==> src/rtl/core/pba_pkg.sv <==
// Shared constants, codes and types of the page bitmap allocator.
package pba_pkg;

    localparam int NUM_PAGES  = 4096;
    localparam int PAGE_W     = $clog2(NUM_PAGES);
    localparam int CNT_W      = PAGE_W + 1;
    localparam int END_W      = CNT_W + 1;
    localparam int WORD_W     = 16;
    localparam int WIDX_W     = $clog2(WORD_W);
    localparam int ADDR_W     = PAGE_W - WIDX_W;
    localparam int NUM_WORDS  = NUM_PAGES / WORD_W;
    localparam int DELTA_W    = WIDX_W + 1;
    localparam int FUNC_W     = 3;
    localparam int S_TDATA_W  = ((PAGE_W + CNT_W + 7) / 8) * 8;
    localparam int M_TDATA_W  = ((PAGE_W + 3 * CNT_W + 7) / 8) * 8;

    typedef enum logic [FUNC_W-1:0] {
        FUNC_REQUEST   = 3'd0,
        FUNC_FREE      = 3'd1,
        FUNC_LOCK      = 3'd2,
        FUNC_RESERVE   = 3'd3,
        FUNC_UNRESERVE = 3'd4
    } func_t;

    typedef enum logic [2:0] {
        ST_CLEAR,
        ST_IDLE,
        ST_DECODE,
        ST_SCAN,
        ST_RANGE,
        ST_HINT_RD,
        ST_HINT,
        ST_DONE
    } state_t;

    // per-word controls for the bitmap word logic
    typedef struct packed {
        logic              set_bit;
        logic [WIDX_W-1:0] lo;
        logic [WIDX_W-1:0] hi;
    } wop_ctl_t;

    typedef struct packed {
        logic [WORD_W-1:0]  new_word;
        logic [DELTA_W-1:0] change_cnt;
        logic               change_any;
        logic [WIDX_W-1:0]  change_first;
        logic               scan_found;
        logic [WIDX_W-1:0]  scan_pos;
        logic [CNT_W-1:0]   run_out;
        logic               zero_found;
        logic [WIDX_W-1:0]  zero_pos;
    } wop_res_t;

    typedef struct packed {
        logic               en;
        logic               set_bit;
        logic               to_used;
        logic [DELTA_W-1:0] delta;
    } cnt_upd_t;

endpackage

==> src/rtl/core/pba_counters.sv <==
// Saturating free, used and reserved page counters.
module pba_counters (
    input  logic                        aclk,
    input  logic                        aresetn,
    input  pba_pkg::cnt_upd_t           upd,
    output logic [pba_pkg::CNT_W-1:0]   free_pages,
    output logic [pba_pkg::CNT_W-1:0]   used_pages,
    output logic [pba_pkg::CNT_W-1:0]   reserved_pages
);
    import pba_pkg::*;

    logic [CNT_W-1:0] free_reg, free_next;
    logic [CNT_W-1:0] used_reg, used_next;
    logic [CNT_W-1:0] rsvd_reg, rsvd_next;

    function automatic logic [CNT_W-1:0] sat_add(logic [CNT_W-1:0] v, logic [DELTA_W-1:0] d);
        logic [CNT_W:0] sum;
        sum = {1'b0, v} + (CNT_W + 1)'(d);
        return (sum > (CNT_W + 1)'(NUM_PAGES)) ? CNT_W'(NUM_PAGES) : sum[CNT_W-1:0];
    endfunction

    function automatic logic [CNT_W-1:0] sat_sub(logic [CNT_W-1:0] v, logic [DELTA_W-1:0] d);
        return (v < CNT_W'(d)) ? '0 : v - CNT_W'(d);
    endfunction

    always_comb begin
        free_next = free_reg;
        used_next = used_reg;
        rsvd_next = rsvd_reg;
        if (upd.en) begin
            if (upd.set_bit) begin
                free_next = sat_sub(free_reg, upd.delta);
                if (upd.to_used) begin
                    used_next = sat_add(used_reg, upd.delta);
                end else begin
                    rsvd_next = sat_add(rsvd_reg, upd.delta);
                end
            end else begin
                free_next = sat_add(free_reg, upd.delta);
                if (upd.to_used) begin
                    used_next = sat_sub(used_reg, upd.delta);
                end else begin
                    rsvd_next = sat_sub(rsvd_reg, upd.delta);
                end
            end
        end
    end

    always_ff @(posedge aclk) begin
        if (!aresetn) begin
            free_reg <= CNT_W'(NUM_PAGES);
            used_reg <= '0;
            rsvd_reg <= '0;
        end else begin
            free_reg <= free_next;
            used_reg <= used_next;
            rsvd_reg <= rsvd_next;
        end
    end

    assign free_pages     = free_reg;
    assign used_pages     = used_reg;
    assign reserved_pages = rsvd_reg;

endmodule

==> config.mk <==
export PLATFORM = sky130hd
export DESIGN_NAME = pba_counters
export DESIGN_NICKNAME = d
export VERILOG_FILES = /design/src/rtl/core/pba_pkg.sv /design/src/rtl/core/pba_counters.sv
export SDC_FILE = /design/constraint.sdc
export NUM_CORES = 1
export LEC_CHECK = 0
export ABC_AREA = 1
export BUFFER_PORTS_ARGS = -buffer_cell sky130_fd_sc_hd__buf_4
export CORE_MARGIN = 2
export CORE_UTILIZATION = 53
export DETAILED_ROUTE_END_ITERATION = 10
export GPL_TIMING_DRIVEN = 0
export PLACE_DENSITY = 0.76
export SLEW_MARGIN = 5
export SYNTH_ARGS = -nofsm -noshare
export SYNTH_HDL_FRONTEND = slang
export SYNTH_SLANG_ARGS = --single-unit
==> constraint.sdc <==
create_clock -name aclk -period 1.88 [get_ports aclk]
set_input_delay 0.282 -clock aclk [delete_from_list [all_inputs] [get_ports aclk]]
set_output_delay 0.282 -clock aclk [all_outputs]
set_load 0.05 [all_outputs]
Word level (Yosys, flattened, before mapping)
Index checks and enable logic that the tools add are counted.
{"block": "totals", "ff_bits": 39, "in_bits": 10}
{"block": "classes", "addsub": 6, "n_lt_le_gt_ge": 6, "mux": 13, "bitwise_logic": 1, "n_reduce_logical": 2}
{"op": "$mux 13", "n": 13}
{"op": "$add 13x5->14", "n": 3}
{"op": "$gt 14x13->1 const B", "n": 3}
{"op": "$lt 13x5->1", "n": 3}
{"op": "$sub 13x5->13", "n": 3}
{"op": "$reduce_and 2->1", "n": 2}
{"op": "$not 1->1", "n": 1}

Logic depth before layout (Yosys ltp)
{"block": "depth", "depth_word": 5, "ltp_mapped": 17, "depth_no_buf": 16}

Worst setup path after synthesis
OpenSTA, ideal clock, no wires.
{"block": "synth_timing", "path_kind": "reg-to-reg", "startpoint": "register used_reg[0] (netlist: used_pages[0])", "endpoint": "register used_reg[1] (netlist: used_pages[1])", "setup_ns": 0.070, "t_arrival_ns": 2.388, "t_required_ns": 1.810, "slack_ns": -0.578, "path_stages_with_launch": 13, "n_path_buf": 0, "path_cell_list": "dfxtp_1 ha_1 fa_1 or2_2 nor2_1 nand3_1 nor2_1 nand3_1 nor2_1 nand2_1 nand2_2 nand3_1 a21oi_1"}
{"block": "synth_via", "elab_chain_len": 5, "word_cells_on_any_way": 9, "classes_between": "add/sub (2); order compare (2); mux (5)"}
{"element": "from (decl)", "line": "pba_counters.sv:13", "source": "logic [CNT_W-1:0] used_reg, used_next;"}
{"element": "from (signal assigned)", "line": "pba_counters.sv:56", "source": "used_reg <= used_next;"}
{"element": "$add 13x5->14", "line": "pba_counters.sv:18", "source": "sum = {1'b0, v} + (CNT_W + 1)'(d);"}
{"element": "$gt 14x13->1", "line": "pba_counters.sv:19", "source": "return (sum > (CNT_W + 1)'(NUM_PAGES)) ? CNT_W'(NUM_PAGES) : sum[CNT_W-1:0];"}
{"element": "$mux 13", "line": "pba_counters.sv:19"}
{"element": "$mux 13", "line": "pba_counters.sv:33", "source": "if (upd.to_used) begin"}
{"element": "$mux 13 *", "line": "pba_counters.sv:31", "source": "if (upd.set_bit) begin"}
Mark *: on every way between the ends. The rest lies on a longest branch, timed or not. The select of a mux whose other input is x is not followed.
A chain may end at the register's enable or synchronous reset.

Worst setup path after layout
{"block": "layout_timing", "startpoint": "register used_reg[0] (netlist: used_pages[0])", "endpoint": "register used_reg[3] (netlist: used_pages[3])"}
Same word-level chain as after synthesis.

==> key figures <==
Worst setup path
  • Largest fanout on the critical path: 5
  • Worst Setup Start Kind: register
  • Kind of end point of the critical path: register
  • WP data required: 2.11 ns
  • Reg2Reg Setup Slack: -0.40 ns
  • Worst EP arrival: 2.51 ns
  • Reg2Reg Depth: 12
  • Worst setup path category: reg2reg

Synthesis
  • Area share of xor/xnor cells in the synthesized design: 4.81%
  • Post-Synthesis Cell Area: 0.00473 mm^2
  • EDFF count, synth: 0
  • Synth area leaders: dfxtp_1 16%, nand2_1 16%, nand3_1 9.9%
  • FF+latch count, synth: 39
  • Simple-gate portion of the synthesized area: 40.7%
  • Synthesized area per cell: 5.81 um^2
  • Synth Instances: 815
  • Synth top area share: 16.5%
  • Ys flop type: dfxtp_1
  • Largest family of logic cells by synthesized area: simple AND/OR/NAND/NOR gates
  • Syn Nets: 861
  • Top post-synthesis cells by count: 199 x nand2_1, 103 x inv_1, 94 x nand3_1, 90 x nor2_1, 60 x a21oi_1
  • Multiplexer share of the synthesized area: 0%
  • Yosys warnings: 0
  • Post-synthesis adder-cell area fraction: 10.5%
  • Complex-gate fraction of the synthesized area: 15.4%
  • Largest area contributor in the netlist: dfxtp_1
  • Synth async-reset ratio: 0%
  • Cell with the most instances after synthesis: nand2_1
  • Sequential share of the synthesized area: 16.5%
  • Unique masters post-synth: 38

Die
  • Height of the die: 98.5 um
  • Die area: 0.00971 mm^2
  • Starting density of the core: 54.6%
  • CORE AREA: 0.00868 mm^2
  • Die width: 98.5 um
  • Std cell rows: 34
  • Io pins: 49

Status
  • Status: finished with violations
  • Failing checks: negative setup slack

Global route
  • Total track usage: 33.7%
  • Initial antenna violation count: 0
  • First-pass GRT wire length: 26700 um
  • Largest net degree at the start of global routing: 13
  • Vias in the first global route: 5510
  • Gr ovfl total: 0

Clock tree
  • Clock Sinks: 39
  • CTS tree: yes
  • Clock Latency Late Sink: 0.31 ns
  • CTS Buffer Depth: 2
  • Inserted Clock Buffers: 5
  • Clock root cell: clkbuf_8
  • Clock-pin slew on the worst setup and hold paths: 0.09 ns
  • CTS H-Tree Depth: 2

Timing
  • Max-slew violation count: 0
  • Relative slew slack: 48.2%
  • Final min period: 2.28 ns
  • RSZ-0062 raised after global routing: true
  • Worst-Margin Slew: 0.777 ns
  • Fin worst setup slack: -0.399 ns
  • Setup-failing EPs final: 39
  • Final hold violation count: 0
  • Final cycle utilization of the critical path: 121%
  • Clock skew: 0.00765 ns
  • Max Clk Rate: 0.439 GHz

Min path
  • Hold depth: 3
  • Hold Path Class: in2reg

Place
  • PortBufs: 48
  • Routability cong.: 0.978
  • Detail Placement HPWL: 11400 um
  • # placed instances: 971
  • Placed cell area: 0.00551 mm^2

Pwr
  • Pwr Density: 587 mW/mm^2
  • IR drop worst, VDD: 0.524 mV
  • Leakage power: 0.00316 uW

Routing
  • Via density: 5.81
  • Drt first pass iters: 6
  • DRT Wirelength: 17500 um
  • Initial DRC count: 457
  • Per-cell routed wire length: 17.1 um
  • Post-route ant nets: 0
  • # DRC: 0
  • Routed via count: 5972

Layout
  • Antenna cells: 0
  • Nets@finish: 965
  • Design Area, Final: 0.00663 mm^2
  • Share of layout cells above drive strength 1: 35.4%
  • Layout area overhead: 40.0%
  • Non-Filler Instances: 1027

Run
  • Max cap viols: 0
-- stage by stage --
| step | TNS (ns) | worst slack, ns | util [%] | hold slack (ns) | total power [uW] |
|---|---|---|---|---|---|
| 5_1_grt | -15.29 | -0.471 | 76.4 | 0.302 | 4090 |
| 6_report | -11.56 | -0.399 | 76.4 | 0.293 | 3890 |
| 3_5_place_dp | -24.71 | -0.724 | 63.5 | 0.515 | 2650 |
| 4_1_cts | -13.17 | -0.469 | 71.3 | 0.284 | 3610 |
| 2_1_floorplan | -5.72 | -0.241 | - | 0.410 | 2240 |
| 3_3_place_gp | -23.49 | -0.681 | 63.5 | 0.515 | 2620 |
-- critical path, cell delays in order, from the launching register on --
cell,delay [ns]
dfxtp_4,0.36
ha_4,0.16
fa_2,0.43
or2_4,0.24
nor2_2,0.09
nand3_1,0.09
nor2_2,0.14
nand3_2,0.13
nor2_4,0.13
nand2_4,0.09
nand2_4,0.12
nand3_2,0.08
a21oi_2,0.14
-- layer usage --
| layer | vias to the layer above | wire, um | track usage (%) |
|---|---|---|---|
| met5 | - | 0 | 0 |
| met3 | 64 | 1330 | 4.33 |
| met4 | 0 | 597 | 11.8 |
| met1 | 2792 | 7150 | 43.7 |
| li1 | 2833 | - | - |
| met2 | 283 | 8450 | 57.9 |
-- layout by cell type, fill, tap and decap left out, drive strengths merged --
cell,Yosys,layout
bufinv,0,1
dfxtp,39,39
a21oi,66,66
nor2,95,95
clkinvlp,0,3
xnor2,3,3
nand3b,5,5
ha,30,30
o21bai,3,3
xor2,23,23
o21ai,56,56
and2,1,1
fa,6,6
clkinv,3,3
a31oi,4,4
a21o,2,2
nor4,3,3
buf,13,108
nand2,211,214
o22ai,1,1
clkbuf,14,18
nand4,15,15
inv,113,111
nor3,11,11
nand3,96,96
or2,2,2
-- sequential cells by signal (all words and copies together) (netlist names) --
signal,count
reserved_pages,13
used_pages,13
free_pages,13
-- final timing paths --
path / from / endpoint
setup / recovery: used_pages[0] / used_pages[3]
hold / removal: aresetn / free_pages[1]
hold reg to reg: free_pages[3] / free_pages[3]
setup reg to reg: used_pages[0] / used_pages[3]
-- final cells by class --
class	count	area, um^2
multi-input cells	636	4170
clock inverters	2	36.3
fillers	682	2050
repair buffers	97	771
clock buffers	5	68.8
plain buffers	24	141
inverters	116	467
well taps	108	135
flip-flops and latches	39	842
-- where the power goes --
part / switching (uW) / leakage, uW / total, uW / internal (uW)
registers: 101 / 0.000333 / 990 / 889
clock network: 362 / 0.0000545 / 753 / 390
logic: 1360 / 0.00277 / 2150 / 795
total: 1820 / 0.00316 / 3890 / 2070
-- cell families after synthesis --
logic type / count (synthesis)
AOI/OAI and AO/OA: 132
xor gates and xnor gates: 26
adders and majority gates: 36
buffers and inverters: 143
DFF: 39
and+or+nand+nor: 439
-- what timing repair did --
item | in CTS | in global routing
buffers inserted | 37 | 14
pin swaps | 59 | 46
hold buffers | 0 | 0
gates cloned | 3 | 0
resized for setup | 73 | 87
setup endpoints to repair | 39 | 39
Note: power is estimated with default switching activity, not from simulation.
