File: config.mk
export PLATFORM = sky130hd
export DESIGN_NAME = pba_word_ops
export DESIGN_NICKNAME = d
export VERILOG_FILES = /design/src/rtl/core/pba_pkg.sv /design/src/rtl/core/pba_word_ops.sv
export SDC_FILE = /design/constraint.sdc
export NUM_CORES = 1
export LEC_CHECK = 0
export ABC_AREA = 1
export BUFFER_PORTS_ARGS = -buffer_cell sky130_fd_sc_hd__buf_2
export CAP_MARGIN = 20
export CORE_AREA = 5 5 181 183
export DETAILED_ROUTE_END_ITERATION = 8
export DIE_AREA = 0 0 186 188
export PLACE_DENSITY_LB_ADDON = 0.15
export RECOVER_POWER = 50
export REMOVE_ABC_BUFFERS = 1
export SYNTH_ARGS = -nofsm -noshare
export SYNTH_HDL_FRONTEND = slang
export SYNTH_SLANG_ARGS = --single-unit
File: constraint.sdc
create_clock -name vclk -period 10
set_input_delay 2.5 -clock vclk [all_inputs]
set_output_delay 2.5 -clock vclk [all_outputs]
set_load 0.05 [all_outputs]
File: src/rtl/core/pba_pkg.sv
// Shared constants, codes and types of the page bitmap allocator.
package pba_pkg;

    localparam int NUM_PAGES  = 4096;
    localparam int PAGE_W     = $clog2(NUM_PAGES);
    localparam int CNT_W      = PAGE_W + 1;
    localparam int END_W      = CNT_W + 1;
    localparam int WORD_W     = 16;
    localparam int WIDX_W     = $clog2(WORD_W);
    localparam int ADDR_W     = PAGE_W - WIDX_W;
    localparam int NUM_WORDS  = NUM_PAGES / WORD_W;
    localparam int DELTA_W    = WIDX_W + 1;
    localparam int FUNC_W     = 3;
    localparam int S_TDATA_W  = ((PAGE_W + CNT_W + 7) / 8) * 8;
    localparam int M_TDATA_W  = ((PAGE_W + 3 * CNT_W + 7) / 8) * 8;

    typedef enum logic [FUNC_W-1:0] {
        FUNC_REQUEST   = 3'd0,
        FUNC_FREE      = 3'd1,
        FUNC_LOCK      = 3'd2,
        FUNC_RESERVE   = 3'd3,
        FUNC_UNRESERVE = 3'd4
    } func_t;

    typedef enum logic [2:0] {
        ST_CLEAR,
        ST_IDLE,
        ST_DECODE,
        ST_SCAN,
        ST_RANGE,
        ST_HINT_RD,
        ST_HINT,
        ST_DONE
    } state_t;

    // per-word controls for the bitmap word logic
    typedef struct packed {
        logic              set_bit;
        logic [WIDX_W-1:0] lo;
        logic [WIDX_W-1:0] hi;
    } wop_ctl_t;

    typedef struct packed {
        logic [WORD_W-1:0]  new_word;
        logic [DELTA_W-1:0] change_cnt;
        logic               change_any;
        logic [WIDX_W-1:0]  change_first;
        logic               scan_found;
        logic [WIDX_W-1:0]  scan_pos;
        logic [CNT_W-1:0]   run_out;
        logic               zero_found;
        logic [WIDX_W-1:0]  zero_pos;
    } wop_res_t;

    typedef struct packed {
        logic               en;
        logic               set_bit;
        logic               to_used;
        logic [DELTA_W-1:0] delta;
    } cnt_upd_t;

endpackage

File: src/rtl/core/pba_word_ops.sv
// Bitmap word logic: range set/clear, run search and first-clear search.
module pba_word_ops (
    input  pba_pkg::wop_ctl_t              ctl,
    input  logic [pba_pkg::WORD_W-1:0]     word,
    input  logic [pba_pkg::CNT_W-1:0]      run_in,
    input  logic [pba_pkg::CNT_W-1:0]      count,
    output pba_pkg::wop_res_t              res
);
    import pba_pkg::*;

    always_comb begin
        logic [WORD_W-1:0] mask;
        logic [WORD_W-1:0] change;
        logic [WORD_W-1:0] busy_m;
        logic [CNT_W-1:0]  run_j;
        logic              last_f;
        logic [WIDX_W-1:0] last_i;

        res = '0;
        for (int i = 0; i < WORD_W; i++) begin
            mask[i]   = (WIDX_W'(i) >= ctl.lo) && (WIDX_W'(i) <= ctl.hi);
            // pages below the start offset count as busy for the searches
            busy_m[i] = word[i] | (WIDX_W'(i) < ctl.lo);
        end
        change       = ctl.set_bit ? (mask & ~word) : (mask & word);
        res.new_word = ctl.set_bit ? (word | mask) : (word & ~mask);

        for (int i = WORD_W - 1; i >= 0; i--) begin
            res.change_cnt = res.change_cnt + DELTA_W'(change[i]);
            if (change[i]) begin
                res.change_any   = 1'b1;
                res.change_first = WIDX_W'(i);
            end
            if (!busy_m[i]) begin
                res.zero_found = 1'b1;
                res.zero_pos   = WIDX_W'(i);
            end
        end

        // run length ending at each bit, from the last busy bit at or below it
        run_j = '0;
        for (int j = 0; j < WORD_W; j++) begin
            last_f = 1'b0;
            last_i = '0;
            for (int k = 0; k < WORD_W; k++) begin
                if (k <= j && busy_m[k]) begin
                    last_f = 1'b1;
                    last_i = WIDX_W'(k);
                end
            end
            run_j = last_f ? CNT_W'(WIDX_W'(j) - last_i) : run_in + CNT_W'(j + 1);
            if (run_j >= count && !res.scan_found) begin
                res.scan_found = 1'b1;
                res.scan_pos   = WIDX_W'(j);
            end
        end
        res.run_out = run_j;
    end

endmodule

Word level (Yosys, flattened, before mapping)
Index checks and enable logic that the tools add are counted.
{"block": "totals", "ff_bits": 0, "input_bits": 51, "out_inout_bits": 49, "wordCells": 275}
{"block": "op_classes", "addsub": 46, "magnitude_cmp": 64, "n_mux": 97, "bitwise_logic": 22, "reduce_logical": 46}
{"op": "5-bit two-way mux", "count": 48}
{"op": "13-bit greater-or-equal comparator", "count": 16}
{"op": "13-bit two-way mux", "count": 16}
{"op": "13-bit by 4-bit adder with 13-bit output, second input constant", "count": 8}
{"op": "4-bit two-way mux", "count": 14}
{"op": "5-bit by 1-bit adder with 5-bit output", "count": 11}
{"op": "13-bit by 3-bit adder with 13-bit output, second input constant", "count": 4}
{"op": "16-bit bitwise AND", "count": 3}
{"op": "4-bit by 4-bit subtractor with 5-bit output, first input constant", "count": 8}
{"op": "4-bit greater-or-equal comparator, first input constant", "count": 8}
{"op": "4-bit less-or-equal comparator, first input constant", "count": 8}
{"op": "4-bit less-than comparator, first input constant", "count": 8}
{"op": "16-bit two-way mux", "count": 2}
{"op": "16-bit NOT", "count": 2}
{"op": "1-bit logical AND", "count": 31}
{"op": "13-bit by 2-bit adder with 13-bit output, second input constant", "count": 2}
{"op": "3-bit by 4-bit subtractor with 5-bit output, first input constant", "count": 4}
{"op": "1-bit two-way mux", "count": 17}
{"op": "3-bit by 4-bit greater-or-equal comparator with 1-bit output, first input constant", "count": 4}
{"op": "3-bit by 4-bit less-or-equal comparator with 1-bit output, first input constant", "count": 4}
{"op": "3-bit by 4-bit less-than comparator with 1-bit output, first input constant", "count": 4}
{"op": "1-bit bitwise OR", "count": 16}
{"op": "16-bit bitwise OR", "count": 1}
{"op": "1-bit zero test", "count": 15}
{"op": "other kinds (14)", "count": 21}

Logic depth before layout (Yosys ltp)
{"block": "depth", "depth_word": 51, "mapped_depth": 34}

Worst setup path before layout
Ideal clock, no wire load.
{"block": "synth_timing", "path_type": "input port to output port", "from": "input port ctl[7] (netlist name)", "to": "output port res[32] (netlist name)", "arrival_ns": 7.171, "required_ns": 7.500, "setup_slack_ns": 0.329, "cell_stages": 18, "n_path_buf": 1, "cell_sequence": "buf_6 > nor2_4 > inv_2 > nor2_1 > inv_1 > nor2_4 > o22ai_1 > fa_1 > inv_1 > fa_1 > fa_1 > inv_1 > fa_1 > inv_1 > ha_1 > inv_1 > fa_1 > o21ai_0"}
{"element": "start: declaration", "line_no": "pba_word_ops.sv:3", "rtl": "input pba_pkg::wop_ctl_t ctl,"}
{"element": "end: declaration", "line_no": "pba_word_ops.sv:7", "rtl": "output pba_pkg::wop_res_t res"}

==> impl_results.html <==
<table>
<tr><th>Metric</th><th>Value</th></tr>
<tr><th colspan="2">Run status</th></tr>
<tr><td>Run status</td><td>finished, final reports clean</td></tr>
<tr><th colspan="2">Setup path</th></tr>
<tr><td>Critical path type</td><td>input pin to primary output</td></tr>
<tr><td>Crit path max fanout</td><td>9</td></tr>
<tr><td>Most common cell type on the critical path</td><td>nand2_1</td></tr>
<tr><td>Critical Path Source Type</td><td>input pin</td></tr>
<tr><td>Data arrival time of the worst path</td><td>7.13 ns</td></tr>
<tr><td>Crit path required time</td><td>7.50 ns</td></tr>
<tr><td>Crit. End Element</td><td>primary output</td></tr>
<tr><td>Delay contributed by the slowest stage of the critical path</td><td>0.30 ns</td></tr>
<tr><td>Cell with the largest stage delay on the worst path</td><td>ha_1</td></tr>
<tr><th colspan="2">STA</th></tr>
<tr><td>Transition time at the pin with the least slew margin</td><td>0.8832 ns</td></tr>
<tr><td>Crit path setup slack, layout</td><td>0.3719 ns</td></tr>
<tr><td>Worst slew margin relative to its limit</td><td>0.4105</td></tr>
<tr><td>Fmax achieved</td><td>0.1039 GHz</td></tr>
<tr><td>Setup Viol. Count Final</td><td>0</td></tr>
<tr><td>Unrepaired setup endpoints after global routing</td><td>false</td></tr>
<tr><td>Final slew viol count</td><td>0</td></tr>
<tr><td>Tcrit/Tclk final</td><td>0.9628</td></tr>
<tr><td>Final total negative setup slack</td><td>0 ns</td></tr>
<tr><td>Hold slack final</td><td>5.519 ns</td></tr>
<tr><td>Post-layout minimum cycle time</td><td>9.628 ns</td></tr>
<tr><td>Hold violation total from the final report</td><td>0</td></tr>
<tr><th colspan="2">Pwr</th></tr>
<tr><td>Share of total power in sequential cells</td><td>0</td></tr>
<tr><td>Power density over the cells</td><td>45.00 nW/um^2</td></tr>
<tr><td>Comb power frac</td><td>1.000</td></tr>
<tr><td>Switching power summed over all nets</td><td>0.4004 mW</td></tr>
<tr><td>Worst VDD drop</td><td>111.2 uV</td></tr>
<tr><td>Power Total</td><td>0.5584 mW</td></tr>
<tr><td>Leakage dissipation</td><td>7.054 nW</td></tr>
<tr><td>Power Internal</td><td>0.1580 mW</td></tr>
<tr><td>Switching Fraction</td><td>0.7171</td></tr>
<tr><td>Share of total power in the clock network</td><td>0</td></tr>
<tr><th colspan="2">Cells and area</th></tr>
<tr><td>Core occupancy in the finished layout</td><td>0.3995</td></tr>
<tr><td>Leading cell type in the layout, fill and taps excluded</td><td>nand2_1</td></tr>
<tr><td>Layout cell share with drive strength beyond 1</td><td>0.1108</td></tr>
<tr><td>Top library cells by usage in the layout, fill and taps aside</td><td>nand2_1, inv_1, ha_1</td></tr>
<tr><td>Antenna cell count</td><td>0</td></tr>
<tr><td>Layout area overhead</td><td>12.96%</td></tr>
<tr><td>Area occupied by registers</td><td>0 sq um</td></tr>
<tr><td>Num sequential</td><td>0</td></tr>
<tr><td>Number of clock buffers in the layout</td><td>0</td></tr>
<tr><td>Net total in the final layout</td><td>2323</td></tr>
<tr><td>Total non-filler cell area in the finished layout</td><td>12410 sq um</td></tr>
<tr><td>Count of non-filler cells in the finished layout</td><td>2423</td></tr>
<tr><th colspan="2">Route</th></tr>
<tr><td>Post-detailed-route count of antenna-violating nets</td><td>0</td></tr>
<tr><td>Via density per instance</td><td>5.504</td></tr>
<tr><td>Residual DRC count</td><td>0</td></tr>
<tr><td>Average wire per cell in the routed design</td><td>21.22 microns</td></tr>
<tr><td>DR iter-0 viols</td><td>1079</td></tr>
<tr><td>Post-detailed-routing wire length</td><td>51420 microns</td></tr>
<tr><td>Number of iterations in the first detailed-routing pass</td><td>6</td></tr>
<tr><td>Vias after detailed routing</td><td>13340</td></tr>
<tr><th colspan="2">Placement</th></tr>
<tr><td>Minimum setup slack after placement</td><td>-0.001884 ns</td></tr>
<tr><td>PortBufs</td><td>100</td></tr>
<tr><td>Area after detailed placement</td><td>12360 sq um</td></tr>
<tr><td>Final GP Congestion</td><td>1.015</td></tr>
<tr><td>Detailed-placement wirelength estimate</td><td>41730 microns</td></tr>
<tr><td>Placed instance count</td><td>2420</td></tr>
<tr><th colspan="2">Synthesis</th></tr>
<tr><td>Proportion of synthesized chip area in sequential cells</td><td>0</td></tr>
<tr><td>Netlist area before placement</td><td>10990 sq um</td></tr>
<tr><td>Synth Warn #</td><td>0</td></tr>
<tr><td>Synthesized instance count</td><td>1888</td></tr>
<tr><td>Mean post-synth cell area</td><td>5.819 sq um</td></tr>
<tr><td>Count of unique library cells instantiated by Yosys</td><td>56</td></tr>
<tr><th colspan="2">Die</th></tr>
<tr><td>Core Area</td><td>31070 sq um</td></tr>
<tr><td>Die outline width</td><td>186 microns</td></tr>
<tr><td>Std cell rows</td><td>65</td></tr>
<tr><td>Die footprint</td><td>34970 sq um</td></tr>
<tr><td>Count of pins on the block boundary</td><td>100</td></tr>
<tr><td>Die span in y</td><td>188 microns</td></tr>
<tr><td>Starting utilization of the core area</td><td>0.3536</td></tr>
<tr><th colspan="2">Worst hold path</th></tr>
<tr><td>Sink of the worst hold path</td><td>res[6]</td></tr>
<tr><td>Path category of the worst min-delay check</td><td>input pin to primary output</td></tr>
<tr><td>Hold path cells</td><td>3</td></tr>
<tr><td>Hold path start</td><td>word[15]</td></tr>
<tr><th colspan="2">Global routing</th></tr>
<tr><td>First-pass GRT wire length</td><td>76290 microns</td></tr>
<tr><td>Maximum number of pins on one net before global-route repair</td><td>18</td></tr>
<tr><td>Antenna violations before repair</td><td>0</td></tr>
<tr><td>Number of global-route vias before repair</td><td>12650</td></tr>
<tr><td>Total global-route track usage</td><td>0.2841</td></tr>
<tr><td>Total congestion overflow</td><td>0</td></tr>
<tr><th colspan="2">Run</th></tr>
<tr><td>Count of maximum capacitance violations</td><td>0</td></tr>
</table>
## synthesized netlist by cell type (5+ instances only)
| cell type | number | area, sq um |
|---|---|---|
| or2_2 | 5 | 31.28 |
| nor3_1 | 40 | 200.2 |
| xnor2_1 | 6 | 52.55 |
| xor2_1 | 86 | 753.2 |
| inv_2 | 18 | 67.56 |
| o21ai_0 | 137 | 685.7 |
| buf_2 | 6 | 30.03 |
| nor4_1 | 6 | 37.54 |
| clkbuf_1 | 34 | 127.6 |
| nand3_1 | 57 | 285.3 |
| nor2_8 | 6 | 120.1 |
| ha_1 | 239 | 2990 |
| a21oi_1 | 164 | 820.8 |
| clkinv_1 | 6 | 22.52 |
| a31oi_1 | 17 | 106.4 |
| nor2_2 | 8 | 50.05 |
| a211oi_1 | 12 | 90.09 |
| nand4_1 | 40 | 250.2 |
| nor2_1 | 238 | 893.4 |
| fa_1 | 10 | 200.2 |
| o31ai_1 | 5 | 37.54 |
| inv_1 | 271 | 1017 |
| o21ai_1 | 5 | 25.02 |
| nand2_1 | 407 | 1528 |
| nor2_4 | 8 | 90.09 |
## critical path: cells and delay by family
family / cells / cell delay (ns)
and+or+nand+nor: 19 / 2.32
buffers and inverters: 5 / 0.59
adders and majority gates: 2 / 0.50
AOI/OAI and AO/OA: 9 / 1.23
## timing repair
item / in CTS / in global routing
setup buffers: 0 / 3
pin swaps: 0 / 2
setup endpoints to repair: 4 / 5
resized for setup: 1 / 16
hold buffers: 0 / 0
## power by group through the flow
| stage | combinational (mW) | sequential [mW] | clock [mW] |
|---|---|---|---|
| finish | 0.558 | 0 | 0 |
| global route | 0.609 | 0 | 0 |
| CTS | 0.549 | 0 | 0 |
| detailed placement | 0.546 | 0 | 0 |
| global placement | 0.544 | 0 | 0 |
| floorplan | 0.351 | 0 | 0 |
## per-layer routing
metal / up-vias / part of all wire / global-route usage / routed length, microns
li1: 6543 / - / - / -
met1: 6068 / 0.44 / 0.3969 / 22730
met2: 597 / 0.44 / 0.4540 / 22560
met3: 129 / 0.077 / 0.03143 / 3961
met4: 0 / 0.042 / 0.09277 / 2169
met5: - / 0 / 0 / 0
## how the worst max path moves through the flow
stage / from / endpoint / slack, ns / cells after the start
floorplan: ctl[7] / res[32] / 0.46 / 17
detailed placement: ctl[5] / res[21] / -0.002 / 33
global placement: ctl[7] / res[21] / 0.004 / 33
CTS: ctl[5] / res[21] / 0.06 / 29
finish: ctl[7] / res[19] / 0.37 / 35
global route: ctl[7] / res[19] / 0.0003 / 31
## logic make-up after synthesis
group	Yosys count	share of synthesized area
buffers and inverters	341	0.1189
XOR/XNOR	92	0.07334
adder cells (fa/ha/maj)	249	0.2904
AND/OR/NAND/NOR	829	0.3282
AO/OA/AOI/OAI	377	0.1892
## final cells by class
class	count	area (sq um)
fillers	3537	18660
multi-input cells	1547	9729
inverters	297	1122
repair buffers	177	1056
well taps	402	503.0
Note: power is estimated with default switching activity, not from simulation.
